$ cat config.mk
export PLATFORM = sky130hd
export DESIGN_NAME = sha1_hash_engine
export DESIGN_NICKNAME = d
export VERILOG_FILES = /design/src/rtl/core/sha1_pkg.sv /design/src/rtl/core/sha1_front.sv /design/src/rtl/core/sha1_back.sv /design/src/rtl/core/sha1_hash_engine.sv
export SDC_FILE = /design/constraint.sdc
export NUM_CORES = 2
export LEC_CHECK = 0
export ABC_AREA = 1
export BUFFER_PORTS_ARGS = -buffer_cell sky130_fd_sc_hd__buf_2
export CORE_UTILIZATION = 57
export CTS_BUF_LIST = sky130_fd_sc_hd__clkbuf_2 sky130_fd_sc_hd__clkbuf_4 sky130_fd_sc_hd__clkbuf_8
export DETAILED_ROUTE_END_ITERATION = 10
export GPL_ROUTABILITY_DRIVEN = 0
export PLACE_DENSITY = 0.73
export RECOVER_POWER = 25
export SETUP_SLACK_MARGIN = 0.15
export SLEW_MARGIN = 10
export SYNTH_ARGS = -nofsm -noshare
export SYNTH_HDL_FRONTEND = slang
export SYNTH_SLANG_ARGS = --single-unit
export TNS_END_PERCENT = 100
$ cat constraint.sdc
create_clock -name clk -period 10.1 [get_ports clk]
set_input_delay 0.505 -clock clk [delete_from_list [all_inputs] [get_ports clk]]
set_output_delay 0.505 -clock clk [all_outputs]
set_load 0.02 [all_outputs]
$ cat src/rtl/core/sha1_pkg.sv
// Shared types and constants for the SHA-1 hash engine.
`default_nettype none
package sha1_pkg;

	typedef enum logic [1:0] {
		CMD_ABSORB  = 2'd0,
		CMD_FINISH  = 2'd1,
		CMD_RESTART = 2'd2,
		CMD_UNUSED  = 2'd3
	} cmd_t;

	typedef struct packed {
		cmd_t       cmd;
		logic [7:0] data_byte;
	} entry_t;

	typedef enum logic [1:0] {
		ST_IDLE  = 2'd0,
		ST_ROUND = 2'd1,
		ST_ADD   = 2'd2,
		ST_EMIT  = 2'd3
	} back_state_t;

	localparam int QDEPTH = 4;
	localparam int QPTR_W = $clog2(QDEPTH);

	localparam logic [31:0] K0 = 32'h5A827999;
	localparam logic [31:0] K1 = 32'h6ED9EBA1;
	localparam logic [31:0] K2 = 32'h8F1BBCDC;
	localparam logic [31:0] K3 = 32'hCA62C1D6;

	localparam logic [31:0] IV [5] = '{32'h67452301, 32'hEFCDAB89, 32'h98BADCFE,
		32'h10325476, 32'hC3D2E1F0};

	localparam logic [7:0] PAD_BYTE = 8'h80;
	localparam logic [6:0] LAST_ROUND = 7'd79;
	localparam logic [2:0] LAST_WORD_IDX = 3'd4;

endpackage
`default_nettype wire

$ cat src/rtl/core/sha1_front.sv
// Input side: accepts transactions, drops unused commands and queues the rest.
`default_nettype none
module sha1_front import sha1_pkg::*; (
	input  wire logic   clk,
	input  wire logic   arst_n,
	input  wire logic   s_tvalid,
	output logic        s_tready,
	input  wire logic [7:0] s_tdata,  // [7:0] data_byte
	input  wire logic [1:0] s_tuser,  // [1:0] command
	output logic        entry_valid,
	output entry_t      entry,
	input  wire logic   entry_pop
);

	entry_t                q_mem [QDEPTH];
	logic [QPTR_W-1:0]     wr_ptr_q;
	logic [QPTR_W-1:0]     rd_ptr_q;
	logic [QPTR_W:0]       count_q;
	logic                  push;
	logic                  pop;

	assign s_tready    = (count_q != (QPTR_W+1)'(QDEPTH));
	assign push        = s_tvalid && s_tready && (cmd_t'(s_tuser) != CMD_UNUSED);
	assign entry_valid = (count_q != '0);
	assign pop         = entry_pop && entry_valid;
	assign entry       = q_mem[rd_ptr_q];

	always_ff @(posedge clk) begin
		if (push) begin
			q_mem[wr_ptr_q] <= '{cmd: cmd_t'(s_tuser), data_byte: s_tdata};
		end
	end

	always_ff @(posedge clk or negedge arst_n) begin
		if (!arst_n) begin
			wr_ptr_q <= '0;
			rd_ptr_q <= '0;
			count_q  <= '0;
		end else begin
			if (push) wr_ptr_q <= wr_ptr_q + 1'b1;
			if (pop) rd_ptr_q <= rd_ptr_q + 1'b1;
			case ({push, pop})
				2'b10:   count_q <= count_q + 1'b1;
				2'b01:   count_q <= count_q - 1'b1;
				default: count_q <= count_q;
			endcase
		end
	end

endmodule
`default_nettype wire

$ cat src/rtl/core/sha1_back.sv
// Execution side: block buffer, 80-round compression, padding and digest output.
`default_nettype none
module sha1_back import sha1_pkg::*; (
	input  wire logic   clk,
	input  wire logic   arst_n,
	input  wire logic   entry_valid,
	input  entry_t      entry,
	output logic        entry_pop,
	output logic        m_tvalid,
	input  wire logic   m_tready,
	output logic [31:0] m_tdata,
	output logic [2:0]  m_tuser,
	output logic        m_tlast
);

	back_state_t st_q, st_nxt;
	logic [31:0] h_q [5];
	logic [31:0] w_q [16];
	logic [31:0] a_q, b_q, c_q, d_q, e_q;
	logic [6:0]  rnd_q;
	logic [63:0] cnt_q;
	logic [5:0]  fill_q;
	logic        fin_q;
	logic        second_q;
	logic [2:0]  emit_idx_q;
	logic        out_valid_q;
	logic [31:0] out_word_q;
	logic [2:0]  out_idx_q;
	logic        out_last_q;

	logic        out_free;
	logic        emit_load;
	logic        is_absorb;
	logic        is_finish;
	logic        is_restart;
	logic        two_blocks;
	logic [3:0]  wi;
	logic [31:0] f, k, t, sched;
	logic [31:0] put_data;
	logic [31:0] sum [5];
	logic [7:0]  put_byte;

	assign out_free   = !out_valid_q || m_tready;
	assign is_absorb  = (entry.cmd == CMD_ABSORB);
	assign is_finish  = (entry.cmd == CMD_FINISH);
	assign is_restart = (entry.cmd == CMD_RESTART);
	assign two_blocks = (fill_q[5:3] == 3'b111);
	assign wi         = fill_q[5:2];
	assign put_byte   = is_absorb ? entry.data_byte : PAD_BYTE;

	// Byte goes in big-endian order; bytes below it in the word are cleared.
	always_comb begin
		case (fill_q[1:0])
			2'd0:    put_data = {put_byte, 24'h0};
			2'd1:    put_data = {w_q[wi][31:24], put_byte, 16'h0};
			2'd2:    put_data = {w_q[wi][31:16], put_byte, 8'h0};
			default: put_data = {w_q[wi][31:8], put_byte};
		endcase
	end

	always_comb begin
		if (rnd_q < 7'd20) begin
			f = (b_q & c_q) | (~b_q & d_q);
			k = K0;
		end else if (rnd_q < 7'd40) begin
			f = b_q ^ c_q ^ d_q;
			k = K1;
		end else if (rnd_q < 7'd60) begin
			f = (b_q & c_q) | (b_q & d_q) | (c_q & d_q);
			k = K2;
		end else begin
			f = b_q ^ c_q ^ d_q;
			k = K3;
		end
		t = {a_q[26:0], a_q[31:27]} + f + e_q + w_q[0] + k;
		sched = w_q[13] ^ w_q[8] ^ w_q[2] ^ w_q[0];
		sched = {sched[30:0], sched[31]};
	end

	assign sum[0] = h_q[0] + a_q;
	assign sum[1] = h_q[1] + b_q;
	assign sum[2] = h_q[2] + c_q;
	assign sum[3] = h_q[3] + d_q;
	assign sum[4] = h_q[4] + e_q;

	always_comb begin
		st_nxt = st_q;
		unique case (st_q)
			ST_IDLE: begin
				if (entry_valid && ((is_absorb && fill_q == 6'd63) || is_finish)) begin
					st_nxt = ST_ROUND;
				end
			end
			ST_ROUND: if (rnd_q == LAST_ROUND) st_nxt = ST_ADD;
			ST_ADD: begin
				if (second_q) st_nxt = ST_ROUND;
				else if (fin_q) st_nxt = ST_EMIT;
				else st_nxt = ST_IDLE;
			end
			ST_EMIT: if (out_free && emit_idx_q == LAST_WORD_IDX) st_nxt = ST_IDLE;
			default: st_nxt = ST_IDLE;
		endcase
	end

	always_comb begin
		entry_pop = 1'b0;
		emit_load = 1'b0;
		unique case (st_q)
			ST_IDLE:  entry_pop = entry_valid;
			ST_EMIT:  emit_load = out_free;
			default: begin
				entry_pop = 1'b0;
				emit_load = 1'b0;
			end
		endcase
	end

	// Block buffer and working variables carry no reset.
	always_ff @(posedge clk) begin
		if (st_q == ST_IDLE && entry_valid) begin
			if (is_absorb) begin
				w_q[wi] <= put_data;
			end else if (is_finish) begin
				for (int i = 0; i < 16; i++) begin
					if (4'(i) == wi) begin
						w_q[i] <= put_data;
					end else if (4'(i) > wi) begin
						if (i == 14 && !two_blocks) w_q[i] <= cnt_q[63:32];
						else if (i == 15 && !two_blocks) w_q[i] <= cnt_q[31:0];
						else w_q[i] <= '0;
					end
				end
			end
			a_q <= h_q[0];
			b_q <= h_q[1];
			c_q <= h_q[2];
			d_q <= h_q[3];
			e_q <= h_q[4];
		end else if (st_q == ST_ROUND) begin
			for (int i = 0; i < 15; i++) w_q[i] <= w_q[i+1];
			w_q[15] <= sched;
			a_q <= t;
			b_q <= a_q;
			c_q <= {b_q[1:0], b_q[31:2]};
			d_q <= c_q;
			e_q <= d_q;
		end else if (st_q == ST_ADD) begin
			for (int i = 0; i < 14; i++) w_q[i] <= '0;
			w_q[14] <= cnt_q[63:32];
			w_q[15] <= cnt_q[31:0];
			a_q <= sum[0];
			b_q <= sum[1];
			c_q <= sum[2];
			d_q <= sum[3];
			e_q <= sum[4];
		end
	end

	always_ff @(posedge clk) begin
		if (emit_load) begin
			out_word_q <= h_q[emit_idx_q];
			out_idx_q  <= emit_idx_q;
			out_last_q <= (emit_idx_q == LAST_WORD_IDX);
		end
	end

	always_ff @(posedge clk or negedge arst_n) begin
		if (!arst_n) begin
			st_q        <= ST_IDLE;
			h_q         <= IV;
			rnd_q       <= '0;
			cnt_q       <= '0;
			fill_q      <= '0;
			fin_q       <= 1'b0;
			second_q    <= 1'b0;
			emit_idx_q  <= '0;
			out_valid_q <= 1'b0;
		end else begin
			st_q <= st_nxt;
			if (emit_load) out_valid_q <= 1'b1;
			else if (m_tready) out_valid_q <= 1'b0;
			unique case (st_q)
				ST_IDLE: begin
					rnd_q <= '0;
					if (entry_valid) begin
						if (is_absorb) begin
							cnt_q  <= cnt_q + 64'd8;
							fill_q <= fill_q + 1'b1;
							fin_q  <= 1'b0;
							second_q <= 1'b0;
						end else if (is_finish) begin
							fin_q    <= 1'b1;
							second_q <= two_blocks;
							emit_idx_q <= '0;
						end else if (is_restart) begin
							h_q    <= IV;
							cnt_q  <= '0;
							fill_q <= '0;
						end
					end
				end
				ST_ROUND: rnd_q <= rnd_q + 1'b1;
				ST_ADD: begin
					rnd_q    <= '0;
					second_q <= 1'b0;
					h_q      <= sum;
				end
				ST_EMIT: begin
					if (out_free) begin
						emit_idx_q <= emit_idx_q + 1'b1;
						if (emit_idx_q == LAST_WORD_IDX) begin
							h_q    <= IV;
							cnt_q  <= '0;
							fill_q <= '0;
							fin_q  <= 1'b0;
						end
					end
				end
				default: rnd_q <= '0;
			endcase
		end
	end

	assign m_tvalid = out_valid_q;
	assign m_tdata  = out_word_q;
	assign m_tuser  = out_idx_q;
	assign m_tlast  = out_last_q;

	a_round_bound: assert property (@(posedge clk) disable iff (!arst_n)
		st_q == ST_ROUND |-> rnd_q <= LAST_ROUND)
		else $error("round counter ran past the last round");

	a_round_to_add: assert property (@(posedge clk) disable iff (!arst_n)
		st_q == ST_ROUND && rnd_q == LAST_ROUND |=> st_q == ST_ADD)
		else $error("compression did not end in the add step");

	a_last_marks_final: assert property (@(posedge clk) disable iff (!arst_n)
		out_valid_q |-> (out_last_q == (out_idx_q == LAST_WORD_IDX)))
		else $error("last flag does not match the final digest word");

	a_no_pop_when_busy: assert property (@(posedge clk) disable iff (!arst_n)
		entry_pop |-> st_q == ST_IDLE)
		else $error("queue popped while compression or output is busy");

endmodule
`default_nettype wire

$ cat src/rtl/core/sha1_hash_engine.sv
// Top level of the SHA-1 hash engine: input queue feeding the compression core.
// An absorb transaction is written straight into the block buffer; the 64th byte of a block
// also starts the 80 rounds and the final add, run in turn on the single round unit.
// A finish compresses one or two padded blocks and then gives 5 output
// transactions, one per cycle when the sink is ready. A 4-entry queue decouples input.
// Reset loads the standard initial value and clears the bit and byte counts.
`default_nettype none
module sha1_hash_engine import sha1_pkg::*; (
	input  wire logic        clk,
	input  wire logic        arst_n,
	input  wire logic        s_tvalid,
	output logic             s_tready,
	input  wire logic [7:0]  s_tdata,  // [7:0] data_byte
	input  wire logic [1:0]  s_tuser,  // [1:0] command
	output logic             m_tvalid,
	input  wire logic        m_tready,
	output logic [31:0]      m_tdata,  // [31:0] digest_word
	output logic [2:0]       m_tuser,  // [2:0] word_index
	output logic             m_tlast
);

	logic   entry_valid;
	entry_t entry;
	logic   entry_pop;

	sha1_front u_front (
		.clk         (clk),
		.arst_n      (arst_n),
		.s_tvalid    (s_tvalid),
		.s_tready    (s_tready),
		.s_tdata     (s_tdata),
		.s_tuser     (s_tuser),
		.entry_valid (entry_valid),
		.entry       (entry),
		.entry_pop   (entry_pop)
	);

	sha1_back u_back (
		.clk         (clk),
		.arst_n      (arst_n),
		.entry_valid (entry_valid),
		.entry       (entry),
		.entry_pop   (entry_pop),
		.m_tvalid    (m_tvalid),
		.m_tready    (m_tready),
		.m_tdata     (m_tdata),
		.m_tuser     (m_tuser),
		.m_tlast     (m_tlast)
	);

endmodule
`default_nettype wire

==> qor.csv <==
metric;value;unit
outcome;finished, violations left;
violations;max-capacitance violations, max-slew violations;
post_cts_buffers;0;
die-area;0.118;mm²
placedCellCount;9666;
layout_setup_ws;2650;ps
tritoncts;done;
ys_seq_area_share;43.2;%
slowest_stage;clkbuf_1;
ctsHoldBuffers;12;
clk_pin_slew;60;ps
finalWirelength;264;mm
io_buffers;51;
worstHoldStart;s_tvalid;
synth_top_area_share;33.7;%
syn2layout_area_growth;8.04;%
netlist_area;0.0666;mm²
maxCapViolations;11;
p_leak;0.0323;µW
dp_hpwl;182;mm
grt_pass1_wl;387;mm
ys_types;59;
antenna_left;0;
synth_common_cells;nand2_1, inv_1, edfxtp_1, o21ai_0, nor2_1;
root_buffer;clkbuf_8;
cts_buffers;173;
drive_gt1_share;7.14;%
rsz0062_at_grt;no;
nNetsFinal;8707;
whs_path_depth;3;
drc;0;
synth.avg_cell_area;7.98;µm²
yosysTopAreaCell;edfxtp_1;
cts_resized;0;
reg2reg_depth;8;
fmax;0.134;GHz
synth_compound_area_share;15.1;%
via_count;64329;
clockBufferDepth;3;
yosysMostFrequentCell;nand2_1;
worst-path-buf-inv;3;
worstSetupPathType;flip-flop to flip-flop;
crit_top_cell;nand2_1;
rr_endpoint;u_back.c_q[28]$_DFFE_PP_;
insertion_delay;970;ps
setup_viol;0;
synth_top_family_by_area;simple AND/OR/NAND/NOR gates;
ir_drop;0.000117;V
async_flop_share;25.0;%
post-route-period-util;73.8;%
synth_edf_count;748;
antenna_found_initial;9;
maxSlewHeadroom;-248;%
fin_crit;7450;ps
fin_total_pwr;8700;µW
crit_path_cell_trace;inv_1 -> ha_1 -> nand2_1 -> clkinvlp_2 -> clkbuf_1 -> a21oi_1 -> nand2_1 -> nand2_1;
cts_sinks;997;
worstPathRequired;10760;ps
worst_r2r_startpoint;u_back.st_q[0]$_DFFE_PN0P_;
instances_no_fill;10002;
grt_pass1_vias;61037;
clock_skew;66.2;ps
muxShareOfSynthArea;0;%
post-place-ws;4050;ps
min_to;u_front.wr_ptr_q[0]$_DFFE_PN0P_;
drt_iter0_drc;9652;
slowest_delay;3160;ps
die_x;344;µm
grt_max_degree;127;
powerDensity;121;mW/mm²
yosys.area_share.simple;23.1;%
synthXorXnorAreaFrac;2.62;%
syn_inst;8343;
ioPinCount;52;
holdWs;84.4;ps
grtUsageTotal;44.3;%
slew_violations;530;
hold_path_class;input port to flip-flop;
drt_first_pass_iters;9;
syn_nets;8721;
ys_warn_count;0;
arrival;8110;ps
synthAdderAreaFrac;8.25;%
die_h;344;µm
worst_setup_path_start_kind;flip-flop;
reg2reg_slack;2650;ps
worstMarginPinSlew;5220;ps
critPathMaxFanout;89;
synthTopCellsByArea;edfxtp_1, nand2_1, dfrtp_1;
h-tree-depth;4;
gr-total-overflow;0;
path_delay_family;buffers and inverters;
tns;0;ps
routedWlPerCell;26.4;µm
core_area;0.116;mm²
rows;125;
ys.flop_type;edfxtp_1;
routed_via_density;6.43;
hold_viol;0;
endpoint_kind;flip-flop;
synth_seq_cells;997;
start_util;57.4;%
## layout by cell type, fill, tap and decap left out, types with 80 or more instances in the layout
master,n
nor3_1,80
xnor2_1,119
a21oi_1,421
xor2_1,80
dfrtp_1,169
clkbuf_8,196
o21ai_1,161
ha_1,238
nand3_1,463
o21ai_0,623
nand4_1,97
edfxtp_1,748
nand2_1,2352
dfstp_2,80
nor2_1,617
fa_1,125
inv_1,949
a22oi_1,184
## stage by stage
| stage | instance area, µm² | utilization, % |
|---|---|---|
| 6_report | 71900 | 62.0 |
| 5_1_grt | 71900 | 62.0 |
| 4_1_cts | 72100 | 62.1 |
| 3_5_place_dp | 68200 | 58.7 |
| 3_3_place_gp | 68200 | 58.7 |
| 2_1_floorplan | 66600 | - |
## worst register-to-register path, stage by stage, from the launching register on
cell	delay [ps]
dfrtp_1	470
inv_1	150
ha_1	330
nand2_1	1100
clkinvlp_2	1040
clkbuf_1	3160
a21oi_1	620
nand2_1	260
nand2_1	60
## metal layers
| layer | global-route usage, % | vias up | routed length [µm] |
|---|---|---|---|
| met2 | 66.1 | 5040 | 112000 |
| met4 | 39.7 | 12 | 29400 |
| met5 | 0 | - | 94 |
| li1 | - | 28029 | - |
| met3 | 14.7 | 1495 | 36500 |
| met1 | 50.8 | 29753 | 85900 |
## cells by family (layout without fill, tap and decap cells)
group                    count (synthesis)  count (layout)
adder cells (fa/ha/maj)                364             364
flip-flops                             997             997
XOR/XNOR                               199             199
AO/OA/AOI/OAI                         1727            1727
buffers and inverters                 1308            1442
AND/OR/NAND/NOR                       3748            3748
other                                    0               1
## power breakdown
group          leakage (µW)  switching, µW  internal, µW
logic                0.0198            104          31.1
registers            0.0105           13.8          4400
clock network       0.00200           1890          2260
## how the worst max path moves through the flow
stage	startpoint	endpoint	slack (ps)	cells past startpoint
4_1_cts	u_back.rnd_q[4]$_DFFE_PN0P_	u_back.a_q[21]$_DFFE_PP_	4030	27
2_1_floorplan	u_back.st_q[0]$_DFFE_PN0P_	u_back.w_q[6][0]$_DFFE_PP_	4410	8
5_1_grt	u_back.st_q[0]$_DFFE_PN0P_	u_back.c_q[28]$_DFFE_PP_	2090	8
3_3_place_gp	u_back.rnd_q[4]$_DFFE_PN0P_	u_back.a_q[21]$_DFFE_PP_	4080	27
3_5_place_dp	u_back.rnd_q[4]$_DFFE_PN0P_	u_back.a_q[21]$_DFFE_PP_	4050	27
6_report	u_back.st_q[0]$_DFFE_PN0P_	u_back.c_q[28]$_DFFE_PP_	2650	8
## flip-flops by register name, summed over array words and instances (netlist names), 6 cells and up
name / cells
u_back.fill_q: 6
u_back.rnd_q: 7
u_back.d_q: 32
u_back.h_q: 160
u_back.w_q: 512
u_back.b_q: 32
u_back.cnt_q: 61
u_back.e_q: 32
u_back.m_tdata: 32
u_back.c_q: 32
u_back.a_q: 32
u_front.q_mem: 40
## area by class of cell
| type | instances | area (µm²) |
|---|---|---|
| fill | 10208 | 44100 |
| multi-input combinational | 6038 | 32900 |
| sequential | 997 | 28800 |
| inverter | 977 | 3680 |
| clock buffer | 253 | 3130 |
| tap | 1524 | 1910 |
| timing repair buffer | 142 | 886 |
| clock inverter | 70 | 654 |
| antenna | 1 | 2.50 |
Note: power is estimated with default switching activity, not from simulation.
